[src/rtl/core/hcmg_pkg.sv]
// Types, constants and curve tables of the Hilbert move generator.
package hcmg_pkg;

    localparam int MAX_DEPTH  = 8;
    localparam int LVL_W      = $clog2(MAX_DEPTH);
    localparam int DEPTH_W    = 4;
    localparam int MOVES_W    = 2 * MAX_DEPTH;
    localparam int CURSOR_W   = 16;
    localparam int STEP_W     = 8;
    localparam int CFG_DATA_W = 8;

    localparam logic [1:0] PHASE_FULL = 2'd3;

    typedef enum logic [1:0] {
        CFG_TREE_DEPTH  = 2'd0,
        CFG_STEP_SIZE   = 2'd1,
        CFG_START_ROT   = 2'd2,
        CFG_START_DIR   = 2'd3
    } cfg_reg_t;

    typedef enum logic [1:0] {
        MV_PX = 2'd0,
        MV_PY = 2'd1,
        MV_NX = 2'd2,
        MV_NY = 2'd3
    } move_t;

    typedef enum logic {
        ST_IDLE   = 1'b0,
        ST_SETTLE = 1'b1
    } state_t;

    // one level of the recursion: code = rotation | direction << 2
    typedef struct packed {
        logic [1:0] phase;
        logic [2:0] code;
    } frame_t;

    // control broadcast from the sequencer to every cell
    typedef struct packed {
        logic       start;
        logic       step;
        logic       settle;
        logic [2:0] start_code;
    } cell_ctl_t;

    // child frame code of each sub-curve, by parent code and phase
    localparam logic [2:0] CHILD_TAB [0:7][0:3] = '{
        '{3'd5, 3'd0, 3'd0, 3'd7},
        '{3'd6, 3'd1, 3'd1, 3'd4},
        '{3'd7, 3'd2, 3'd2, 3'd5},
        '{3'd4, 3'd3, 3'd3, 3'd6},
        '{3'd3, 3'd4, 3'd4, 3'd1},
        '{3'd0, 3'd5, 3'd5, 3'd2},
        '{3'd1, 3'd6, 3'd6, 3'd3},
        '{3'd2, 3'd7, 3'd7, 3'd0}
    };

    // connecting moves between the four sub-curves
    localparam move_t MOVE_TAB [0:7][0:2] = '{
        '{MV_PX, MV_PY, MV_NX},
        '{MV_PY, MV_NX, MV_NY},
        '{MV_NX, MV_NY, MV_PX},
        '{MV_NY, MV_PX, MV_PY},
        '{MV_PX, MV_NY, MV_NX},
        '{MV_PY, MV_PX, MV_NY},
        '{MV_NX, MV_PY, MV_PX},
        '{MV_NY, MV_NX, MV_PY}
    };

    function automatic logic [2:0] child_of(input frame_t f);
        return CHILD_TAB[f.code][f.phase];
    endfunction

    function automatic move_t move_of(input frame_t f);
        move_t m;
        case (f.phase)
            2'd0:    m = MOVE_TAB[f.code][0];
            2'd1:    m = MOVE_TAB[f.code][1];
            default: m = MOVE_TAB[f.code][2];
        endcase
        return m;
    endfunction

endpackage

[src/rtl/core/hcmg_cell.sv]
// One recursion level of the Hilbert walk: frame register and neighbor links.
module hcmg_cell (
    input  logic                clk,
    input  logic                rst_n,
    input  hcmg_pkg::cell_ctl_t ctl,
    input  logic                is_top,
    input  logic                below_top,
    input  hcmg_pkg::frame_t    parent_frame,
    input  logic                deeper_open_in,
    input  logic                above_sel_in,
    output hcmg_pkg::frame_t    frame,
    output logic                deeper_open_out,
    output logic                above_sel_out,
    output logic                sel,
    output logic [1:0]          mv_sel
);

    hcmg_pkg::frame_t frame_reg, frame_next;
    logic             pending_reg, pending_next;
    logic             open;

    assign open            = (frame_reg.phase != hcmg_pkg::PHASE_FULL);
    assign sel             = open && !deeper_open_in;   // deepest open level
    assign deeper_open_out = open || deeper_open_in;
    assign above_sel_out   = above_sel_in || sel;
    assign mv_sel          = sel ? hcmg_pkg::move_of(frame_reg) : 2'd0;
    assign frame           = frame_reg;

    always_comb
    begin
        frame_next   = frame_reg;
        pending_next = pending_reg;
        if (ctl.start)
        begin
            if (is_top)
            begin
                frame_next.phase = 2'd0;
                frame_next.code  = ctl.start_code;
            end
            else
            begin
                frame_next.phase = hcmg_pkg::PHASE_FULL;
                frame_next.code  = 3'd0;
            end
            pending_next = below_top;
        end
        else if (ctl.step)
        begin
            if (sel)
            begin
                frame_next.phase = frame_reg.phase + 2'd1;
            end
            pending_next = above_sel_in;
        end
        else if (ctl.settle && pending_reg)
        begin
            // reload first child of the parent; ripples one level per cycle
            frame_next.phase = 2'd0;
            frame_next.code  = hcmg_pkg::child_of(parent_frame);
        end
    end

    always_ff @(posedge clk or negedge rst_n)
    begin
        if (!rst_n)
        begin
            frame_reg   <= '0;
            pending_reg <= 1'b0;
        end
        else
        begin
            frame_reg   <= frame_next;
            pending_reg <= pending_next;
        end
    end

endmodule

[src/rtl/core/hilbert_curve_move_generator_core.sv]
// Hilbert curve move generator: top level with sequencer and cell chain.
//
// Input stream (s_axis): tuser = 0 starts a curve and loads the cursor from
// tdata; tuser = 1 asks for the next move. A start gives no output word. Each
// move gives one output word (m_axis): tdata = cursor after the move (x in
// the low byte, y in the high byte), tlast = final move of the curve. A move
// request when no walk runs, or after the final move, is dropped silently.
// After a move at the leaf level the block stays idle, ready for the next word; a
// move at a higher level is followed by a settle phase, with s_axis_tready
// low, while the fresh sub-curve frames ripple down the cell chain one cell
// per cycle. Three of four moves are leaf moves. A start of depth two or
// more settles the same way; tree_depth is held to 0..MAX_DEPTH.
// Latency: the output word is valid the cycle after the input word.
// The output register frees the input side: a new word is taken while one
// result waits, as long as that result is being taken in the same cycle.
// If the receiver stalls, the result holds and s_axis_tready drops.
// Reset: depth 2, step 16, rotation 0, direction 0, cursor 0, walk idle.
// cfg_we/cfg_index/cfg_wdata write one register per cycle; write only when idle, the block does not enforce it.
module hilbert_curve_move_generator_core (
    input  logic        clk,
    input  logic        rst_n,
    // configuration write port
    input  logic        cfg_we,
    input  logic [1:0]  cfg_index,
    input  logic [7:0]  cfg_wdata,
    // input stream
    input  logic        s_axis_tvalid,
    output logic        s_axis_tready,
    input  logic [15:0] s_axis_tdata,   // [15:0] start_cursor
    input  logic        s_axis_tuser,   // [0] func
    // output stream
    output logic        m_axis_tvalid,
    input  logic        m_axis_tready,
    output logic [15:0] m_axis_tdata,   // [15:0] cursor_value
    output logic        m_axis_tlast
);

    localparam int MD = hcmg_pkg::MAX_DEPTH;
    localparam int LW = hcmg_pkg::LVL_W;

    // configuration registers
    logic [hcmg_pkg::DEPTH_W-1:0] depth_reg;
    logic [hcmg_pkg::STEP_W-1:0]  step_reg;
    logic [1:0]                   rot_reg;
    logic                         dir_reg;

    // walk state
    hcmg_pkg::state_t              state_reg, state_next;
    logic [LW-1:0]                 settle_cnt_reg, settle_cnt_next;
    logic [hcmg_pkg::CURSOR_W-1:0] cursor_reg, cursor_next;
    logic [hcmg_pkg::MOVES_W-1:0]  moves_left_reg, moves_left_next;
    logic                          walk_active_reg, walk_active_next;

    // output register
    logic                          out_valid_reg, out_valid_next;
    logic [hcmg_pkg::CURSOR_W-1:0] out_data_reg, out_data_next;
    logic                          out_last_reg, out_last_next;

    // cell chain links
    hcmg_pkg::cell_ctl_t ctl;
    hcmg_pkg::frame_t    frames [MD];
    hcmg_pkg::frame_t    parent [MD];
    logic [MD:0]         open_chain;
    logic [MD:0]         sel_chain;
    logic [MD-1:0]       sel_vec;
    logic [MD-1:0]       is_top_vec;
    logic [MD-1:0]       below_top_vec;
    logic [1:0]          mv_sel [MD];

    logic                          in_fire, do_start, do_step, step_req, no_open;
    logic [hcmg_pkg::DEPTH_W-1:0]  depth_sat;
    logic [LW-1:0]                 top_lvl, sel_lvl;
    logic [1:0]                    mv_bits;
    hcmg_pkg::move_t               mv;
    logic [hcmg_pkg::CURSOR_W-1:0] delta;

    // ---------------- configuration ----------------
    always_ff @(posedge clk or negedge rst_n)
    begin
        if (!rst_n)
        begin
            depth_reg <= hcmg_pkg::DEPTH_W'(2);
            step_reg  <= hcmg_pkg::STEP_W'(16);
            rot_reg   <= 2'd0;
            dir_reg   <= 1'b0;
        end
        else if (cfg_we)
        begin
            case (hcmg_pkg::cfg_reg_t'(cfg_index))
                hcmg_pkg::CFG_TREE_DEPTH: depth_reg <= cfg_wdata[hcmg_pkg::DEPTH_W-1:0];
                hcmg_pkg::CFG_STEP_SIZE:  step_reg  <= cfg_wdata[hcmg_pkg::STEP_W-1:0];
                hcmg_pkg::CFG_START_ROT:  rot_reg   <= cfg_wdata[1:0];
                hcmg_pkg::CFG_START_DIR:  dir_reg   <= cfg_wdata[0];
                default:                  ;
            endcase
        end
    end

    // ---------------- handshake ----------------
    assign s_axis_tready = (state_reg == hcmg_pkg::ST_IDLE) && (!out_valid_reg || m_axis_tready);
    assign in_fire       = s_axis_tvalid && s_axis_tready;
    assign do_start      = in_fire && !s_axis_tuser;
    assign step_req      = in_fire && s_axis_tuser && walk_active_reg && (moves_left_reg != '0);
    assign no_open       = !open_chain[0];
    assign do_step       = step_req && !no_open;

    assign m_axis_tvalid = out_valid_reg;
    assign m_axis_tdata  = out_data_reg;
    assign m_axis_tlast  = out_last_reg;

    // ---------------- level selects ----------------
    assign depth_sat = (depth_reg > hcmg_pkg::DEPTH_W'(MD)) ? hcmg_pkg::DEPTH_W'(MD) : depth_reg;
    assign top_lvl   = LW'(MD - int'(depth_sat));

    always_comb
    begin
        sel_lvl = '0;
        for (int i = 0; i < MD; i++)
        begin
            is_top_vec[i]    = (depth_sat != '0) && (LW'(i) == top_lvl);
            below_top_vec[i] = (depth_sat != '0) && (LW'(i) > top_lvl);
            if (sel_vec[i])
            begin
                sel_lvl = LW'(i);
            end
        end
    end

    assign ctl.start      = do_start;
    assign ctl.step       = do_step;
    assign ctl.settle     = (state_reg == hcmg_pkg::ST_SETTLE);
    assign ctl.start_code = {dir_reg, rot_reg};

    // ---------------- cell chain, level 0 at the top ----------------
    assign open_chain[MD] = 1'b0;
    assign sel_chain[0]   = 1'b0;

    for (genvar g = 0; g < MD; g++) begin : g_cell
        if (g == 0) begin : g_head
            assign parent[g] = '0;
        end
        else begin : g_link
            assign parent[g] = frames[g-1];
        end

        hcmg_cell u_cell (
            .clk             (clk),
            .rst_n           (rst_n),
            .ctl             (ctl),
            .is_top          (is_top_vec[g]),
            .below_top       (below_top_vec[g]),
            .parent_frame    (parent[g]),
            .deeper_open_in  (open_chain[g+1]),
            .above_sel_in    (sel_chain[g]),
            .frame           (frames[g]),
            .deeper_open_out (open_chain[g]),
            .above_sel_out   (sel_chain[g+1]),
            .sel             (sel_vec[g]),
            .mv_sel          (mv_sel[g])
        );
    end

    // only the selected cell drives a nonzero move code
    always_comb
    begin
        mv_bits = 2'd0;
        for (int i = 0; i < MD; i++)
        begin
            mv_bits = mv_bits | mv_sel[i];
        end
    end

    assign mv    = hcmg_pkg::move_t'(mv_bits);
    assign delta = (mv == hcmg_pkg::MV_PX || mv == hcmg_pkg::MV_NX)
                 ? {8'd0, step_reg} : {step_reg, 8'd0};

    // ---------------- sequencer ----------------
    always_comb
    begin
        state_next       = state_reg;
        settle_cnt_next  = settle_cnt_reg;
        cursor_next      = cursor_reg;
        moves_left_next  = moves_left_reg;
        walk_active_next = walk_active_reg;
        out_valid_next   = out_valid_reg && !m_axis_tready;
        out_data_next    = out_data_reg;
        out_last_next    = out_last_reg;

        case (state_reg)
            hcmg_pkg::ST_IDLE:
            begin
                if (do_start)
                begin
                    cursor_next = s_axis_tdata;
                    if (depth_sat == '0)
                    begin
                        moves_left_next  = '0;
                        walk_active_next = 1'b0;
                    end
                    else
                    begin
                        moves_left_next  = hcmg_pkg::MOVES_W'(
                            ((hcmg_pkg::MOVES_W+1)'(1) << (2 * depth_sat)) - 1'b1);
                        walk_active_next = 1'b1;
                        if (depth_sat > hcmg_pkg::DEPTH_W'(1))
                        begin
                            settle_cnt_next = LW'(depth_sat - 1'b1);
                            state_next      = hcmg_pkg::ST_SETTLE;
                        end
                    end
                end
                else if (step_req && no_open)
                begin
                    walk_active_next = 1'b0;
                    moves_left_next  = '0;
                end
                else if (do_step)
                begin
                    if (mv == hcmg_pkg::MV_PX || mv == hcmg_pkg::MV_PY)
                    begin
                        cursor_next = cursor_reg + delta;
                    end
                    else
                    begin
                        cursor_next = cursor_reg - delta;
                    end
                    moves_left_next = moves_left_reg - 1'b1;
                    if (moves_left_reg == hcmg_pkg::MOVES_W'(1))
                    begin
                        walk_active_next = 1'b0;
                    end
                    out_valid_next = 1'b1;
                    out_data_next  = cursor_next;
                    out_last_next  = (moves_left_reg == hcmg_pkg::MOVES_W'(1));
                    // levels below the moving one need fresh first-child frames
                    if (sel_lvl != LW'(MD - 1))
                    begin
                        settle_cnt_next = LW'(MD - 1) - sel_lvl;
                        state_next      = hcmg_pkg::ST_SETTLE;
                    end
                end
            end
            hcmg_pkg::ST_SETTLE:
            begin
                settle_cnt_next = settle_cnt_reg - 1'b1;
                if (settle_cnt_reg == LW'(1))
                begin
                    state_next = hcmg_pkg::ST_IDLE;
                end
            end
            default:
            begin
                state_next = hcmg_pkg::ST_IDLE;
            end
        endcase
    end

    always_ff @(posedge clk or negedge rst_n)
    begin
        if (!rst_n)
        begin
            state_reg       <= hcmg_pkg::ST_IDLE;
            settle_cnt_reg  <= '0;
            cursor_reg      <= '0;
            moves_left_reg  <= '0;
            walk_active_reg <= 1'b0;
            out_valid_reg   <= 1'b0;
        end
        else
        begin
            state_reg       <= state_next;
            settle_cnt_reg  <= settle_cnt_next;
            cursor_reg      <= cursor_next;
            moves_left_reg  <= moves_left_next;
            walk_active_reg <= walk_active_next;
            out_valid_reg   <= out_valid_next;
        end
    end

    always_ff @(posedge clk)
    begin
        out_data_reg <= out_data_next;
        out_last_reg <= out_last_next;
    end

endmodule

[config.mk]
export PLATFORM = sky130hd
export DESIGN_NAME = hilbert_curve_move_generator_core
export DESIGN_NICKNAME = d
export VERILOG_FILES = /design/src/rtl/core/hcmg_pkg.sv /design/src/rtl/core/hcmg_cell.sv /design/src/rtl/core/hilbert_curve_move_generator_core.sv
export SDC_FILE = /design/constraint.sdc
export NUM_CORES = 1
export LEC_CHECK = 0
export ABC_CLOCK_PERIOD_IN_PS = 7600
export BUFFER_PORTS_ARGS = -buffer_cell sky130_fd_sc_hd__buf_2
export CAP_MARGIN = 20
export CORE_ASPECT_RATIO = 0.5
export CORE_UTILIZATION = 42
export CTS_CLUSTER_DIAMETER = 200
export DETAILED_ROUTE_END_ITERATION = 6
export HOLD_SLACK_MARGIN = 0.1
export PLACE_DENSITY = 0.59
export SLEW_MARGIN = 20
export SYNTH_ARGS = -nofsm -noshare
export SYNTH_HDL_FRONTEND = slang
export SYNTH_HIERARCHICAL = 1
export SYNTH_SLANG_ARGS = --single-unit
[constraint.sdc]
create_clock -name clk -period 7.6 [get_ports clk]
set_clock_uncertainty 0.15 [all_clocks]
set_input_delay 0.76 -clock clk [delete_from_list [all_inputs] [get_ports clk]]
set_output_delay 0.76 -clock clk [all_outputs]
set_load 0.01 [all_outputs]
-- After elaboration in Yosys (flattened, before gate mapping)
Memories as Yosys holds them, arrays and structs flattened.
Index checks and enable logic that the tools add are counted.
- flip-flop bits (word level): 118
- ROM bits: 1056
- bits of input ports: 32
- output and inout bits: 19
- word-level logic and storage cells: 461
- memories kept: 15
- memories (name ; depth ; bits a word ; read ports ; clocked after memory_dff ; wr ports ; RTL line ; source):
    (name not given) ; 8 ; 12 ; 1 ; 0 ; 0 ; hcmg_pkg.sv:72 ; return CHILD_TAB[f.code][f.phase];
    (name not given) ; 8 ; 12 ; 1 ; 0 ; 0 ; hcmg_pkg.sv:72 ;
    (name not given) ; 8 ; 12 ; 1 ; 0 ; 0 ; hcmg_pkg.sv:72 ;
    (name not given) ; 8 ; 12 ; 1 ; 0 ; 0 ; hcmg_pkg.sv:72 ;
    (name not given) ; 8 ; 12 ; 1 ; 0 ; 0 ; hcmg_pkg.sv:72 ;
    (name not given) ; 8 ; 12 ; 1 ; 0 ; 0 ; hcmg_pkg.sv:72 ;
    9 more memories ; - ; - ; - ; - ; - ; - ;
- add/sub/neg operators: 16
- magnitude comparators: 25
- eq/ne operators: 46
- shift operators: 1
- muxes and demuxes: 172
- bitwise operators: 25
- reduce and logical (&&, ||, !) cells: 125
- operators with widths (operator ; count):
    2-to-1 mux 12 bit ; 14
    2-to-1 mux 16 bit ; 9
    2-to-1 mux 5 bit ; 24
    2-to-1 mux 3 bit ; 34
    2-to-1 mux 6 bit ; 16
    2-to-1 mux 2 bit ; 24
    binary-select mux 3 bit (select 2 bit) ; 7
    AND reduction 2 bit ; 21
    logical AND 1 bit ; 40
    2-to-1 mux 1 bit ; 33
    >= comparator 4 bit, second input constant ; 8
    inverter 3 -> 4 bit ; 8
    one-hot mux 2 bit (2 select lines) ; 8
    subtractor 16 x 1 -> 16 bit, second input constant ; 2
    inequality test 3 x 2 -> 1 bit, second input constant ; 10
    nonzero test 3 bit ; 10
    >= comparator 3 bit, second input constant ; 7
    inverter 2 -> 3 bit ; 7
    equality test 2 x 1 -> 1 bit, second input constant ; 10
    logical NOT 2 bit ; 10
    inequality test 2 bit, second input constant ; 10
    nonzero test 2 bit ; 9
    adder 16 bit ; 1
    adder 2 x 1 -> 2 bit, second input constant ; 8
    31 further kinds ; 80

-- Depth between registers and ports, before layout
- depth after elaboration: 25
- mapped depth: 28
- mapped depth without buffers: 26

-- Cells and area by module
Netlist, hierarchy kept.
- modules (own cells, without submodules) (module ; times used ; cells each ; area each (µm²) ; sequential area each (µm²)):
    hilbert_curve_move_generator_core ; 1 ; 530 ; 4724.5 ; 1839.3
    hcmg_cell at g_cell[1].u_cell ... ; 4 ; 56 ; 498.0 ; 150.1
    hcmg_cell at g_cell[0].u_cell ... ; 3 ; 57 ; 484.2 ; 150.1
    hcmg_cell at g_cell[3].u_cell ; 1 ; 56 ; 501.7 ; 150.1

-- Least setup slack after synthesis
No wires, ideal clock.
- path kind: register to register
- start point: register g_cell[7].u_cell.frame_reg, in the netlist g_cell[7].u_cell/frame[3]
- end point: register cursor_reg[15] (netlist name)
- setup time: 0.126 ns
- data arrival time: 5.244 ns
- required time: 7.324 ns
- setup slack: 2.080 ns
- stages on the path, launching flop included: 29
- path buffers: 2
- period minus slack after synthesis: 5.520 ns
- cell sequence: dfrtp_1 ha_1 nand2b_1 nand2b_1 nand2b_1 nand2b_1 nand2b_1 nand2b_1 nand2b_1 nor2_1 o21ai_0 a31oi_1 nor4_1 and2_1 clkbuf_1 nand2_1 ha_1 clkbuf_1 nor2_1 nor2_1 a311oi_1 ha_1 a21o_1 a21o_1 a221o_1 a31oi_1 a31oi_1 xnor2_1 a221o_1
- RTL lines (element ; RTL line ; source):
    start: declaration ; hcmg_cell.sv:18 ; hcmg_pkg::frame_t frame_reg, frame_next;
    start signal: assignment ; hcmg_cell.sv:72 ; frame_reg <= frame_next;
    end signal: assignment ; hilbert_curve_move_generator_core.sv:273 ; cursor_reg <= cursor_next;
    end: declaration ; hilbert_curve_move_generator_core.sv:50 ; logic [hcmg_pkg::CURSOR_W-1:0] cursor_reg, cursor_next;

==> flow_metrics.tcl <==
set metrics [dict create \
    setup_viol 0 \
    grt_max_degree 74 \
    dp_hpwl_um 16000 \
    hold_viol_final 0 \
    drv_cap 0 \
    grt_pass1_wl_um 36600 \
    reg2reg_to "cursor_reg[15]" \
    avgViaCountPerCell 5.51 \
    wirelength_um 22500 \
    start_kind "flip-flop" \
    max_freq_ghz 0.153 \
    synth_cells 980 \
    firstDrtPassIters 5 \
    crit_type "reg -> reg" \
    cp.required_ns 7.76 \
    finalPower_mw 4.62 \
    r2r_start "g_cell[7].u_cell/frame[3]" \
    cp_max_fo 12 \
    avgSynthCellArea_sq_um 8.84 \
    fin_crit_sh_pct 85.8 \
    die-area_sq_um 21200 \
    drv_slew 0 \
    cts_resized 0 \
    busiest_layer "met2" \
    layout_commonest_cell "dfrtp_1" \
    grt_util_met2_pct 33.8 \
    status "finished clean" \
    antenna_cells 0 \
    clock_latency_ns 0.43 \
    endpoint "cursor_reg[15]" \
    tns_ns 0 \
    peakVddDrop_v 0.000180 \
    via_count 7306 \
    numCtsBuffers 17 \
    p_leak_nw 4.27 \
    io_pins 51 \
    cp.arrival_ns 6.68 \
    clockBufferDepth 2 \
    final_cell_mix "99 x dfrtp_1, 93 x nand2_1, 77 x nor2_1" \
    grt-ovfl-total 0 \
    cp-end-kind "flip-flop" \
    h-tree-depth 4 \
    clkSinkCount 118 \
    path_clk_slew_ns 0.06 \
    critical_path.startpoint "g_cell[7].u_cell/frame[3]" \
    holdCritPathClass "in -> async" \
    grtUsageTotal_pct 21.8 \
    rsz0062_at_grt "no" \
    holdWs_ns 0.169 \
    first_iter_violations 536 \
    start_util_pct 43.7 \
    die_w_um 205 \
    period_minus_slack_ns 6.52 \
    drt-wirelength-per-cell_um 17.0 \
    drtAntennaViolNets 0 \
    core.rowCount 36 \
    synth.yosys.warnings 6 \
    max_slew_margin_pct 31.8 \
    drc 0 \
    final_nets 1138 \
    portBuffers 50 \
    grt_use_met1_pct 30.9 \
    layout-drive-gt1-share_pct 12.8 \
    grt_antenna_before_repair 0 \
    grt_pass1_vias 7042 \
    cts_tree "built" \
    cts_root_buf "clkbuf_16" \
    post_cts_buffers 0 \
    coreArea_sq_um 19800 \
    largest_reg_flops 40 \
    syn2layout_area_growth_pct 13.6 \
    met3_usage_pct 4.41 \
    ff2ff_path_depth 26 \
    powerDensity_nw_per_um2 469 \
    die_h_um 104 \
    rrSetupSlack_ns 1.08 \
    worst_slew_pin_slew_ns 1.02 \
    gp_congestion 0.878 \
    netlist_area_sq_um 8660 \
    ctsHoldBuffers 0 \
]
==> metal layers <==
layer / vias up / wire [um]
met1: 3477 / 11100
li1: 3656 / -
met4: 0 / 194
met3: 16 / 1080
met5: - / 0
met2: 157 / 10100
==> cell type report <==
class	count	area, sq um
clock inverter	15	163
sequential	118	3040
multi-input combinational	805	5400
timing repair buffer	57	305
inverter	48	181
tap	266	333
fill	1867	9980
clock buffer	17	425
==> how the worst min path moves through the flow <==
| stage | startpoint | to | slack [ns] | depth (start not counted) |
|---|---|---|---|---|
| after CTS | rst_n | g_cell[4].u_cell/frame[3] | 0.19 | 1 |
| after floorplan | walk_active_reg | walk_active_reg | 0.30 | 2 |
| after detailed placement | walk_active_reg | walk_active_reg | 0.34 | 2 |
| final | rst_n | g_cell[4].u_cell/frame[3] | 0.17 | 1 |
| after global placement | walk_active_reg | walk_active_reg | 0.33 | 2 |
| after global routing | rst_n | g_cell[5].u_cell/frame[0] | 0.21 | 1 |
==> worst max-delay path: stages (launching register included) <==
cell	delay, ns
dfrtp_1	0.42
ha_1	0.24
nand2b_1	0.12
nand2b_1	0.18
nand2b_1	0.17
nand2b_1	0.17
nand2b_1	0.16
nand2b_1	0.16
nand2b_1	0.15
nor2_1	0.08
o21ai_0	0.08
a31oi_1	0.06
nor4_1	0.64
and2_1	0.46
nand2_1	0.14
ha_1	0.29
nor2_1	0.24
nor2_1	0.08
a311oi_1	0.36
ha_1	0.31
a21o_1	0.19
a21o_1	0.17
a221o_1	0.38
a31oi_1	0.33
a31oi_1	0.16
xnor2_1	0.16
a221o_1	0.32
==> where the power goes <==
part           internal, mW  switching (mW)
Combinational          1.10            1.38
Clock                 0.509           0.315
Sequential            0.991           0.318
==> per-stage QoR <==
stage          std cells  setup WS [ns]  utilization [%]  area, sq um
2_1_floorplan       1000           2.08                -         8740
3_5_place_dp        1294           1.17             46.7         9250
3_3_place_gp        1294           1.38             46.7         9250
4_1_cts             1326           1.13             49.6         9840
6_report            1326           1.08             49.7         9840
5_1_grt             1326          0.632             49.7         9840
(Power assumes the default switching activity.)
